File: config.mk
export PLATFORM = sky130hd
export DESIGN_NAME = lock_manager_deadlock_detect
export DESIGN_NICKNAME = d
export VERILOG_FILES = /design/src/design/lmdd_pkg.sv /design/src/design/lmdd_ctrl.sv /design/src/design/lmdd_dpath.sv /design/src/design/lock_manager_deadlock_detect.sv
export SDC_FILE = /design/constraint.sdc
export NUM_CORES = 1
export LEC_CHECK = 0
export BUFFER_PORTS_ARGS = -buffer_cell sky130_fd_sc_hd__clkbuf_2
export CAP_MARGIN = 5
export CORE_ASPECT_RATIO = 1.75
export CORE_MARGIN = 2
export CORE_UTILIZATION = 61
export CTS_CLUSTER_SIZE = 10
export DETAILED_ROUTE_END_ITERATION = 8
export GPL_TIMING_DRIVEN = 1
export PLACE_DENSITY = 0.84
export SKIP_CTS_REPAIR_TIMING = 1
export SLEW_MARGIN = 30
export SYNTH_ARGS = -nofsm -noshare
export SYNTH_HDL_FRONTEND = slang
export SYNTH_HIERARCHICAL = 1
export SYNTH_SLANG_ARGS = --single-unit
File: constraint.sdc
create_clock -name i_clk -period 3.7 [get_ports i_clk]
set_input_delay 0.37 -clock i_clk [delete_from_list [all_inputs] [get_ports i_clk]]
set_output_delay 0.37 -clock i_clk [all_outputs]
set_load 0.02 [all_outputs]
File: src/design/lmdd_pkg.sv
// ----------------------------------------------------------------------------
// Lock manager package
// Shared types, operation codes and default sizes for the lock manager with
// wait-for-graph deadlock detection.
// ----------------------------------------------------------------------------
`default_nettype none

package lmdd_pkg;

    // Default sizes, handed to the top level as parameter defaults.
    localparam int DEF_THREADS = 8;
    localparam int DEF_LOCKS   = 8;

    // Operation codes.
    localparam logic [1:0] OP_LOCK    = 2'd0;
    localparam logic [1:0] OP_TRY     = 2'd1;
    localparam logic [1:0] OP_RELEASE = 2'd2;
    localparam logic [1:0] OP_DETECT  = 2'd3;

    typedef struct packed {
        logic [1:0] op;
        logic [2:0] thread_id;
        logic [2:0] lock_id;
    } t_in;

    typedef struct packed {
        logic       granted;
        logic       queued;
        logic       woken_valid;
        logic [2:0] woken_thread;
        logic       deadlock;
        logic [2:0] cycle_thread;
    } t_out;

    // Commands from the controller to the datapath.
    typedef struct packed {
        logic latch;      // capture the request
        logic walk_init;  // start a detection walk from thread zero
        logic exec;       // carry out a lock, try or release request
        logic step;       // take one step of the detection walk
    } t_cmd;

    // Status from the datapath to the controller.
    typedef struct packed {
        logic is_detect;  // the offered request is a detection
        logic out_free;   // the result register can be loaded this cycle
        logic walk_done;  // the current walk step finishes the detection
    } t_sts;

endpackage

`default_nettype wire

File: src/design/lmdd_ctrl.sv
// ----------------------------------------------------------------------------
// Lock manager controller
// Sequences request capture, lock execution and the detection walk.
// ----------------------------------------------------------------------------
`default_nettype none

module lmdd_ctrl (
    input  wire logic          i_clk,
    input  wire logic          i_rst_n,
    input  wire logic          i_in_valid,
    output logic               o_in_ready,
    input  wire lmdd_pkg::t_sts i_sts,
    output lmdd_pkg::t_cmd     o_cmd
);

    localparam logic [1:0] S_IDLE = 2'd0;
    localparam logic [1:0] S_EXEC = 2'd1;
    localparam logic [1:0] S_WALK = 2'd2;

    logic [1:0] r_state;
    logic [1:0] n_state;

    always_ff @(posedge i_clk) begin
        if (!i_rst_n) begin
            r_state <= S_IDLE;
        end else begin
            r_state <= n_state;
        end
    end

    always_comb begin
        n_state    = r_state;
        o_cmd      = '0;
        o_in_ready = 1'b0;
        unique case (r_state)
            S_IDLE: begin
                o_in_ready = 1'b1;
                if (i_in_valid) begin
                    o_cmd.latch = 1'b1;
                    if (i_sts.is_detect) begin
                        o_cmd.walk_init = 1'b1;
                        n_state         = S_WALK;
                    end else begin
                        n_state = S_EXEC;
                    end
                end
            end
            S_EXEC: begin
                // Wait until the result register can take the outcome.
                if (i_sts.out_free) begin
                    o_cmd.exec = 1'b1;
                    n_state    = S_IDLE;
                end
            end
            S_WALK: begin
                if (i_sts.out_free) begin
                    o_cmd.step = 1'b1;
                    if (i_sts.walk_done) begin
                        n_state = S_IDLE;
                    end
                end
            end
            default: begin
                n_state = S_IDLE;
            end
        endcase
    end

endmodule

`default_nettype wire

File: src/design/lmdd_dpath.sv
// ----------------------------------------------------------------------------
// Lock manager datapath
// Owner and waiter tables, the detection walk registers and the result
// register.
// ----------------------------------------------------------------------------
`default_nettype none

module lmdd_dpath #(
    parameter int THREADS = lmdd_pkg::DEF_THREADS,
    parameter int LOCKS   = lmdd_pkg::DEF_LOCKS
) (
    input  wire logic          i_clk,
    input  wire logic          i_rst_n,
    input  wire lmdd_pkg::t_in i_in_data,
    output logic               o_out_valid,
    input  wire logic          i_out_ready,
    output lmdd_pkg::t_out     o_out_data,
    input  wire lmdd_pkg::t_cmd i_cmd,
    output lmdd_pkg::t_sts     o_sts
);

    localparam int TW = (THREADS > 1) ? $clog2(THREADS) : 1;
    localparam int LW = (LOCKS > 1) ? $clog2(LOCKS) : 1;
    localparam logic [TW-1:0] T_LAST = TW'(THREADS - 1);

    // Tables. The valid bits are reset; the payload beside them is only
    // read while its valid bit is set.
    logic [LOCKS-1:0]   r_owner_valid;
    logic [TW-1:0]      r_owner_thread [LOCKS];
    logic [THREADS-1:0] r_wait_valid;
    logic [LW-1:0]      r_wait_lock [THREADS];

    // Captured request.
    logic [1:0]         r_op;
    logic [2:0]         r_thread;
    logic [2:0]         r_lock;

    // Detection walk.
    logic [TW-1:0]      r_start;
    logic [TW-1:0]      r_cur;
    logic [TW-1:0]      r_step;

    // Result register.
    logic               r_out_valid;
    lmdd_pkg::t_out     r_out;

    // Request decode.
    logic               l_ok;
    logic               t_ok;
    logic [LW-1:0]      li;
    logic [TW-1:0]      ti;
    logic               owned;
    logic               found;
    logic [TW-1:0]      widx;
    logic               do_release;
    logic               do_grant;
    logic               do_queue;

    // Walk decode.
    logic [LW-1:0]      w_lock;
    logic               edge_ok;
    logic [TW-1:0]      nxt;
    logic               hit;
    logic               fail;
    logic               last_start;

    logic               out_free;
    logic               load_out;
    lmdd_pkg::t_out     n_out;

    assign l_ok  = 32'(r_lock) < LOCKS;
    assign t_ok  = 32'(r_thread) < THREADS;
    assign li    = LW'(r_lock);
    assign ti    = TW'(r_thread);
    assign owned = l_ok && r_owner_valid[li];

    // Lowest-numbered thread waiting on the addressed lock.
    always_comb begin
        found = 1'b0;
        widx  = '0;
        for (int k = 0; k < THREADS; k++) begin
            if (!found && r_wait_valid[k] && (r_wait_lock[k] == li)) begin
                found = 1'b1;
                widx  = TW'(k);
            end
        end
    end

    assign do_release = i_cmd.exec && (r_op == lmdd_pkg::OP_RELEASE) && owned;
    assign do_grant   = i_cmd.exec && (r_op != lmdd_pkg::OP_RELEASE) && l_ok && t_ok
                        && !owned;
    assign do_queue   = i_cmd.exec && (r_op == lmdd_pkg::OP_LOCK) && t_ok && owned;

    // One edge of the wait-for graph from the current thread.
    assign w_lock     = r_wait_lock[r_cur];
    assign edge_ok    = r_wait_valid[r_cur] && r_owner_valid[w_lock];
    assign nxt        = r_owner_thread[w_lock];
    assign hit        = edge_ok && (nxt == r_start);
    assign fail       = !edge_ok || (!hit && (r_step == T_LAST));
    assign last_start = r_start == T_LAST;

    assign out_free = !r_out_valid || i_out_ready;
    assign load_out = i_cmd.exec || (i_cmd.step && (hit || (fail && last_start)));

    always_comb begin
        n_out              = '0;
        n_out.granted      = do_grant;
        n_out.queued       = do_queue;
        n_out.woken_valid  = do_release && found;
        n_out.woken_thread = (do_release && found) ? 3'(widx) : 3'd0;
        n_out.deadlock     = i_cmd.step && hit;
        n_out.cycle_thread = (i_cmd.step && hit) ? 3'(r_start) : 3'd0;
    end

    assign o_sts.is_detect = i_in_data.op == lmdd_pkg::OP_DETECT;
    assign o_sts.out_free  = out_free;
    assign o_sts.walk_done = hit || (fail && last_start);

    // Valid bits and result handshake.
    always_ff @(posedge i_clk) begin
        if (!i_rst_n) begin
            r_owner_valid <= '0;
            r_wait_valid  <= '0;
            r_out_valid   <= 1'b0;
        end else begin
            if (do_grant) begin
                r_owner_valid[li] <= 1'b1;
                r_wait_valid[ti]  <= 1'b0;
            end
            if (do_queue) begin
                r_wait_valid[ti] <= 1'b1;
            end
            if (do_release) begin
                if (found) begin
                    r_wait_valid[widx] <= 1'b0;
                end else begin
                    r_owner_valid[li] <= 1'b0;
                end
            end
            if (load_out) begin
                r_out_valid <= 1'b1;
            end else if (i_out_ready) begin
                r_out_valid <= 1'b0;
            end
        end
    end

    // Payload registers.
    always_ff @(posedge i_clk) begin
        if (i_cmd.latch) begin
            r_op     <= i_in_data.op;
            r_thread <= i_in_data.thread_id;
            r_lock   <= i_in_data.lock_id;
        end
        if (do_grant) begin
            r_owner_thread[li] <= ti;
        end
        if (do_queue) begin
            r_wait_lock[ti] <= li;
        end
        if (do_release && found) begin
            r_owner_thread[li] <= widx;
        end
        if (load_out) begin
            r_out <= n_out;
        end
        if (i_cmd.walk_init) begin
            r_start <= '0;
            r_cur   <= '0;
            r_step  <= '0;
        end else if (i_cmd.step && !hit) begin
            if (fail) begin
                r_start <= r_start + 1'b1;
                r_cur   <= r_start + 1'b1;
                r_step  <= '0;
            end else begin
                r_cur  <= nxt;
                r_step <= r_step + 1'b1;
            end
        end
    end

    assign o_out_valid = r_out_valid;
    assign o_out_data  = r_out;

endmodule

`default_nettype wire

File: src/design/lock_manager_deadlock_detect.sv
// ----------------------------------------------------------------------------
// Lock manager with deadlock detection
// Binary locks with an owner per lock, a waited-on lock per thread, and a
// walk of the wait-for graph that reports a thread on a cycle.
// ----------------------------------------------------------------------------
// Lock, try and release requests are taken in idle, then executed once the
// result register is free: the tables update and the result is loaded.
// A detection then walks the graph while the result register is free, at
// most THREADS*THREADS steps (64 at the defaults).
// One request is in work at a time; the next may be taken while a result
// still waits in the result register. Reset (synchronous, active low) frees
// every lock, clears every waiter and empties the result register.
`default_nettype none

module lock_manager_deadlock_detect #(
    parameter int THREADS = lmdd_pkg::DEF_THREADS,
    parameter int LOCKS   = lmdd_pkg::DEF_LOCKS
) (
    input  wire logic          i_clk,
    input  wire logic          i_rst_n,
    input  wire logic          i_in_valid,
    output logic               o_in_ready,
    input  wire lmdd_pkg::t_in i_in_data,
    output logic               o_out_valid,
    input  wire logic          i_out_ready,
    output lmdd_pkg::t_out     o_out_data
);

    // The controller only steers; every table, the captured request and the
    // walk pointers live in the datapath. They talk through a command struct
    // one way and a status struct the other.
    lmdd_pkg::t_cmd cmd;
    lmdd_pkg::t_sts sts;

    // The controller is idle when it can take a transfer. A lock-style
    // request moves to the execute state, a detection to the walk.
    // Both hold back while the result register is full and not being read,
    // so a finished result is never overwritten.
    lmdd_ctrl u_ctrl (
        .i_clk      (i_clk),
        .i_rst_n    (i_rst_n),
        .i_in_valid (i_in_valid),
        .o_in_ready (o_in_ready),
        .i_sts      (sts),
        .o_cmd      (cmd)
    );

    // The walk visits start threads in ascending order and follows waiter
    // to owner edges up to THREADS steps from each; the first start that
    // returns to itself is reported, which is the lowest thread on a cycle.
    lmdd_dpath #(
        .THREADS (THREADS),
        .LOCKS   (LOCKS)
    ) u_dpath (
        .i_clk       (i_clk),
        .i_rst_n     (i_rst_n),
        .i_in_data   (i_in_data),
        .o_out_valid (o_out_valid),
        .i_out_ready (i_out_ready),
        .o_out_data  (o_out_data),
        .i_cmd       (cmd),
        .o_sts       (sts)
    );

endmodule

`default_nettype wire
# Word-level counts from Yosys, hierarchy flattened
# Memories as Yosys holds them, arrays and structs flattened. A register that Yosys moved wholly into a read port is not among the register bits.
# Index checks and enable logic that the tools add are counted.
[word_totals]
mem_bits_rw = 48
output_inout_bits = 12
register_bits = 46
input_bits = 12
elab_cells = 172
memories = 2
[mem_list]
columns = ["name", "words", "width", "rd", "rd_ports_with_merged_regs", "write_ports", "line", "rtl"]
rows = [
  ["u_dpath.r_owner_thread", 8, 3, 1, 0, 1, "lmdd_dpath.sv:29", "logic [TW-1:0] r_owner_thread [LOCKS];"],
  ["u_dpath.r_wait_lock", 8, 3, 9, 1, 1, "lmdd_dpath.sv:31", "logic [LW-1:0] r_wait_lock [THREADS];"],
]
[op_classes]
n_bitwise = 9
magnitude_cmp = 8
n_mux = 63
n_reduce_logical = 52
add_sub_neg = 2
eq_ne = 20
[ops]
columns = ["cell", "count"]
rows = [
  ["$mux W8", 10],
  ["$mux W3", 11],
  ["$logic_and A1 B1 Y1", 32],
  ["$mux W1", 28],
  ["$eq A3 B3 Y1", 9],
  ["$and A8 B8 Y8", 3],
  ["$not A8 Y8", 3],
  ["$lt A3 B4 Y1 const B", 5],
  ["$or A8 B8 Y8", 2],
  ["$mux W2", 7],
  ["$logic_not A1 Y1", 11],
  ["$bmux W1 S3", 3],
  ["$demux W1 S3", 3],
  ["$ge A3 B1 Y1 const B", 3],
  ["$add A3 B1 Y3 const B", 2],
  ["$eq A2 B2 Y1 const B", 3],
  ["$eq A3 B3 Y1 const B", 2],
  ["$ne A2 B2 Y1 const B", 3],
  ["$pmux W2 S3", 1],
  ["$logic_not A2 Y1", 2],
  ["$logic_or A1 B1 Y1", 4],
  ["$ne A2 B1 Y1 const B", 2],
  ["$reduce_and A4 Y1", 1],
  ["$eq A2 B1 Y1 const B", 1],
  ["other kinds (3)", 3],
]

# Depth between registers and ports, before layout
# Gate-level depths: netlist (run 1).
# An unclocked memory read counts as a cell.
[depth]
depth_word = 40
depth_mapped = 13
ltp_nobuf = 10

# Hierarchy
# Netlist (run 1), hierarchy kept.
[by_module_without_submodules]
columns = ["module", "n_inst", "seq_area_each_um2", "area_each_um2", "cells_per_inst"]
rows = [
  ["lmdd_dpath", 1, 2562.5, 4608.2, 368],
  ["lmdd_ctrl", 1, 40.0, 125.1, 15],
]

# Worst setup path before layout (run 1)
# OpenSTA, ideal clock, no wires.
[synth_timing]
path_type = "flip-flop to flip-flop"
start = "register with a tool-made name"
end = "register u_dpath.r_out, in the netlist u_dpath/o_out_data[0] (enable)"
slack_ps = 609
n_path_buf = 1
t_arrival_ps = 2712
required_time_ps = 3321
path_stages_with_launch = 10
synth_period_minus_slack_ps = 3091
setup_time_ps = 379
path_cell_list = "dfxtp_1 mux4_1 mux2i_2 buf_6 mux2i_1 a22oi_1 nand2_1 xor2_1 a32oi_1 o21bai_1"
[synth_lines]
columns = ["element", "line", "rtl"]
rows = [
  ["end signal, assigned", "lmdd_dpath.sv:165", "r_out <= n_out;"],
  ["end, declared", "lmdd_dpath.sv:45", "lmdd_pkg::t_out r_out;"],
]

==> impl_metrics.tcl, run 1 <==
set metrics [dict create \
    start_util 0.625 \
    clock_power_share 0.348 \
    cts_buffers 9 \
    max_stage_delay_ns 0.69 \
    p_leak_nw 1.97 \
    drc_errors 0 \
    cts_max_path_buffers 2 \
    first_pass_iters 5 \
    synthFlopType "edfxtp_1" \
    hpwl_um 8280 \
    internal-power_mw 2.01 \
    clock_latency_ns 0.35 \
    syn_inst 383 \
    setup_ws_ns 0.319 \
    worstSetupPathType "register to register" \
    grt_usage 0.282 \
    status "completed" \
    cts_tree "done" \
    final_hold_viol_count 0 \
    vias 3277 \
    wl_per_cell_um 22.1 \
    seqPwrFrac 0.466 \
    root_buffer "clkbuf_16" \
    drv_slew 0 \
    yosys-top-cells-area "edfxtp_1, dfxtp_1, mux2i_1" \
    fin_setup_tns_ns 0 \
    crit_fanout 14 \
    syn_nets 399 \
    grt_max_degree 25 \
    io_pins 24 \
    area_growth_pct 11.2 \
    cp.arrival_ns 3.44 \
    drt-total-wl_um 11200 \
    die-area_sq_um 8510 \
    slew_headroom 0.450 \
    core.rowCount 42 \
    end_kind "register" \
    die_h_um 121 \
    holdWs_ns 0.201 \
    rsz0062_at_grt "false" \
    max-cap-violations 0 \
    syn_area_per_cell_sq_um 12.4 \
    grt_pass1_vias 3413 \
    htreeDepth 3 \
    avgViaCountPerCell 6.45 \
    grt_pass1_wl_um 17800 \
    slowest_stage "mux4_2" \
    fin_nets 431 \
    p_per_area_nw_per_um2 521 \
    stdcell_area_sq_um 5260 \
    placed_cell_area_sq_um 4950 \
    antenna_cells 0 \
    hold_class "input port to register" \
    yosysWarnings 6 \
    synth-async-reset-ratio 0 \
    tightest_slew_ns 0.824 \
    final_cell_mix "edfxtp_1, nor2_1, dfxtp_1, mux2i_1, clkbuf_2" \
    synth-edff-count 66 \
    synth_area_sq_um 4730 \
    cts.sinks 97 \
    postRouteAntennaNets 0 \
    worst_path_most_repeated_cell "mux2i_1" \
    final_common_cell "edfxtp_1" \
    required_ns 3.76 \
    globalplace.congestion 0.994 \
    combPwrFrac 0.185 \
    portBuffers 23 \
    clk_pin_slew_ns 0.06 \
    rrSetupSlack_ns 0.32 \
    overflow 0 \
    synth_top_area_cell "edfxtp_1" \
    worst_ir_drop_vdd_mv 0.398 \
    ys_seq_area_frac 0.550 \
    antenna_found_initial 0 \
    die_w_um 70.6 \
    fin_skew_ns 0.00860 \
    timing.fmax_mhz 296 \
    drive_gt1_frac 0.198 \
    ys_types 55 \
    p_switching_uw 737 \
    drtIter0Drc 258 \
    swShare 0.269 \
    dp_slack_ns 0.264 \
    fin_crit_ns 3.38 \
    ys_ff_latch 97 \
    synth_top_area_frac 0.419 \
    crit_path_start_kind "register" \
    crit_chain "mux2i_1, mux4_2, mux2i_1, a22oi_1, a21o_1, a21oi_2, a32oi_1, o21bai_2, buf_4" \
    report.final.setup_viol 0 \
    fin_crit_sh 0.914 \
    core_region_area_sq_um 7570 \
]
## power groups by stage
stage	Clock, mW	Sequential [mW]	Combinational [mW]
2_1_floorplan	0	1.27	0.440
3_3_place_gp	0	1.30	0.475
3_5_place_dp	0	1.30	0.500
4_1_cts	0.965	1.28	0.506
5_1_grt	1.02	1.29	0.555
6_report	0.956	1.28	0.509
## layout make-up
type / count / area, sq um
clock buffer: 10 / 250
fill: 553 / 2300
sequential: 97 / 2600
tap: 88 / 110
clock inverter: 6 / 62.6
timing repair buffer: 35 / 205
multi-input combinational: 263 / 2000
inverter: 9 / 33.8
## logic make-up after synthesis
kind of cell    synth area share
compound gates            0.0938
simple gates               0.145
xor+xnor                  0.0481
fa+ha+maj                 0.0106
mux                        0.124
buf+inv                   0.0285
flops                      0.550
## routing by layer
metal	global-route usage	vias up	part of all wire
met3	0.0542	49	0.044
met5	0	-	0
li1	-	1493	-
met1	0.284	1602	0.34
met4	0.204	0	0.073
met2	0.505	133	0.54
## worst max-delay path: cells and delay by family (launching register included)
kind / cells / cell delay, ns
flops: 1 / 0.59
compound gates: 5 / 1.09
mux: 3 / 1.19
buf+inv: 1 / 0.21
## flip-flops by register name, summed over array words and instances, names as in the netlist, 3 cells and up, named ones only
signal and cells:
u_dpath/r_owner_thread 24, u_dpath/r_thread 3, u_dpath/r_start 3, u_dpath/r_cur 3, u_dpath/r_wait_lock 24, u_dpath/r_wait_valid 8
u_dpath/li 3, u_dpath/o_out_data 10, u_dpath/r_owner_valid 8, u_dpath/r_step 3
## final timing paths
| kind | from | end | depth (start not counted) |
|---|---|---|---|
| setup / recovery | register | u_dpath/o_out_data[6] | 9 |
| hold reg to reg | u_dpath/r_step[2] | u_dpath/r_step[2] | 2 |
| hold / removal | i_in_data[5] | u_dpath/r_thread[2] | 1 |
| setup reg to reg | register | u_dpath/o_out_data[6] | 9 |
## Yosys cell counts, drive strengths merged (7+ instances only)
cell type,instances
inv,9
edfxtp,66
nand4,7
o21ai,13
nand2,19
and2,8
nand2b,18
mux2i,32
o221a,8
a21oi,12
buf,9
nor2,38
mux4,9
xnor2,22
dfxtp,31
## per-stage QoR
stage / total power, mW / utilization / instances
3_3_place_gp: 1.77 / 0.654 / 492
5_1_grt: 2.86 / 0.696 / 508
2_1_floorplan: 1.71 / - / 383
6_report: 2.75 / 0.696 / 508
3_5_place_dp: 1.80 / 0.654 / 492
4_1_cts: 2.75 / 0.695 / 508
(Power assumes the default switching activity.)
==> inputs of run 2 (changes only) <==
--- a/config.mk
+++ b/config.mk
@@ -8,7 +8,6 @@
 export BUFFER_PORTS_ARGS = -buffer_cell sky130_fd_sc_hd__clkbuf_2
 export CAP_MARGIN = 5
 export CORE_ASPECT_RATIO = 1.75
-export CORE_MARGIN = 2
 export CORE_UTILIZATION = 61
 export CTS_CLUSTER_SIZE = 10
 export DETAILED_ROUTE_END_ITERATION = 8
==> impl_metrics.tcl, run 2 (synthesis results as in run 1) <==
set metrics [dict create \
    rr_endpoint "u_dpath/o_out_data[1]" \
    clock_latency_ns 0.35 \
    antenna_cells 0 \
    fill_cells 533 \
    die_h_um 119 \
    p_per_area_nw_per_um2 508 \
    core.rowCount 42 \
    avgViaCountPerCell 6.28 \
    core_region_area_sq_um 7510 \
    drt-total-wl_um 10400 \
    htreeDepth 3 \
    multiInputGateArea_sq_um 2000 \
    register_area_sq_um 2600 \
    rrSetupSlack_ns 0.47 \
    wl_per_cell_um 20.5 \
    cts.sinks 97 \
    grt_max_degree 19 \
    reg2reg_depth 9 \
    cp.arrival_ns 3.29 \
    drtIter0Drc 212 \
    cts_max_path_buffers 2 \
    final_util 0.696 \
    drv_slew 0 \
    grt_usage 0.290 \
    whs_path_depth 1 \
    setup_ws_ns 0.466 \
    crit_path_start_kind "register" \
    worst_ir_drop_vdd_mv 0.452 \
    io_pins 24 \
    min_from "i_in_data[2]" \
    final_hold_viol_count 0 \
    die_w_um 68.6 \
    fin_skew_ns 0.0137 \
    worstSetupPathType "register to register" \
    fin_setup_tns_ns 0 \
    grt_pass1_wl_um 16500 \
    dpl.cell_count 491 \
    tightest_slew_ns 0.759 \
    portBuffers 23 \
    timing.fmax_mhz 309 \
    overflow 0 \
    cts_tree "done" \
    hpwl_um 7970 \
    slowest_stage "mux4_2" \
    final_common_cell "edfxtp_1" \
    root_buffer "clkbuf_16" \
    status "completed" \
    first_pass_iters 5 \
    dp_slack_ns 0.539 \
    slew_headroom 0.494 \
    drc_errors 0 \
    crit_chain "mux4_2, mux2_2, and2_4, a21oi_1, o211ai_1, a21oi_2, a32oi_1, o21bai_1, buf_4" \
    die-area_sq_um 8130 \
    fin_nets 430 \
    globalplace.congestion 0.913 \
    max-cap-violations 0 \
    start_util 0.630 \
    hold_path_end "u_dpath/li[2]" \
    cts_buffers 9 \
    report.final.setup_viol 0 \
    final_cell_mix "edfxtp_1, nor2_1, dfxtp_1, mux2i_1, clkbuf_2" \
    antenna_found_initial 0 \
    crit_fanout 7 \
    end_kind "register" \
    fin_cells 507 \
    required_ns 3.76 \
    vias 3183 \
    max_stage_delay_ns 0.58 \
    clk_pin_slew_ns 0.06 \
    p_leak_nw 1.95 \
    grt_pass1_vias 3271 \
    finalPower_mw 2.66 \
    postRouteAntennaNets 0 \
    rsz0062_at_grt "false" \
    drive_gt1_frac 0.193 \
    hold_class "input port to register" \
    fin_crit_sh 0.874 \
    fin_crit_ns 3.23 \
    area_growth_pct 10.5 \
]
run 2: changes by cell type in the layout (fill, tap and decap cells not counted), sizes merged:
cell	before	now
inv	10	11
clkinvlp	2	1
bufinv	1	0
buf	12	11
clkbuf	33	34
run 2: worst max-delay path, delay by kind of cell (launching register included):
kind                   cells  cell delay (ns)
buffers and inverters      1             0.20
AOI/OAI and AO/OA          5             1.09
and+or+nand+nor            1             0.18
muxes                      2             0.91
DFF                        1             0.57
run 2: cell type report:
cell class	instances	area share
Clock buffer	11	0.0486
Clock inverter	5	0.00694
Inverter	9	0.00646
Multi-Input combinational cell	263	0.382
Sequential cell	97	0.498
Tap cell	88	0.0211
Timing Repair Buffer	34	0.0378
run 2: worst max path at each step:
stage | start | to | slack [ns]
after CTS | register | u_dpath/o_out_data[1] | 0.50
final | register | u_dpath/o_out_data[1] | 0.47
after global routing | register | u_dpath/o_out_data[1] | 0.23
after detailed placement | register | u_dpath/o_out_data[5] | 0.54
after floorplan | register | u_dpath/o_out_data[0] | 0.61
after global placement | register | u_dpath/o_out_data[0] | 0.63
run 2: routing by layer:
metal | track usage | share of wire
met1 | 0.307 | 0.36
met4 | 0.217 | 0.071
met2 | 0.472 | 0.53
met5 | 0 | 0
met3 | 0.0685 | 0.037
run 2: metrics by stage:
| step | cell area, sq um | hold slack [ns] |
|---|---|---|
| floorplan | 4730 | 0.456 |
| global placement | 4940 | 0.467 |
| detailed placement | 4940 | 0.484 |
| CTS | 5230 | 0.190 |
| global route | 5230 | 0.190 |
| finish | 5230 | 0.199 |
run 2: power by group:
part,switching [mW],total [mW],internal (mW)
registers,0.0724,1.28,1.21
logic,0.257,0.494,0.237
clock network,0.388,0.887,0.499
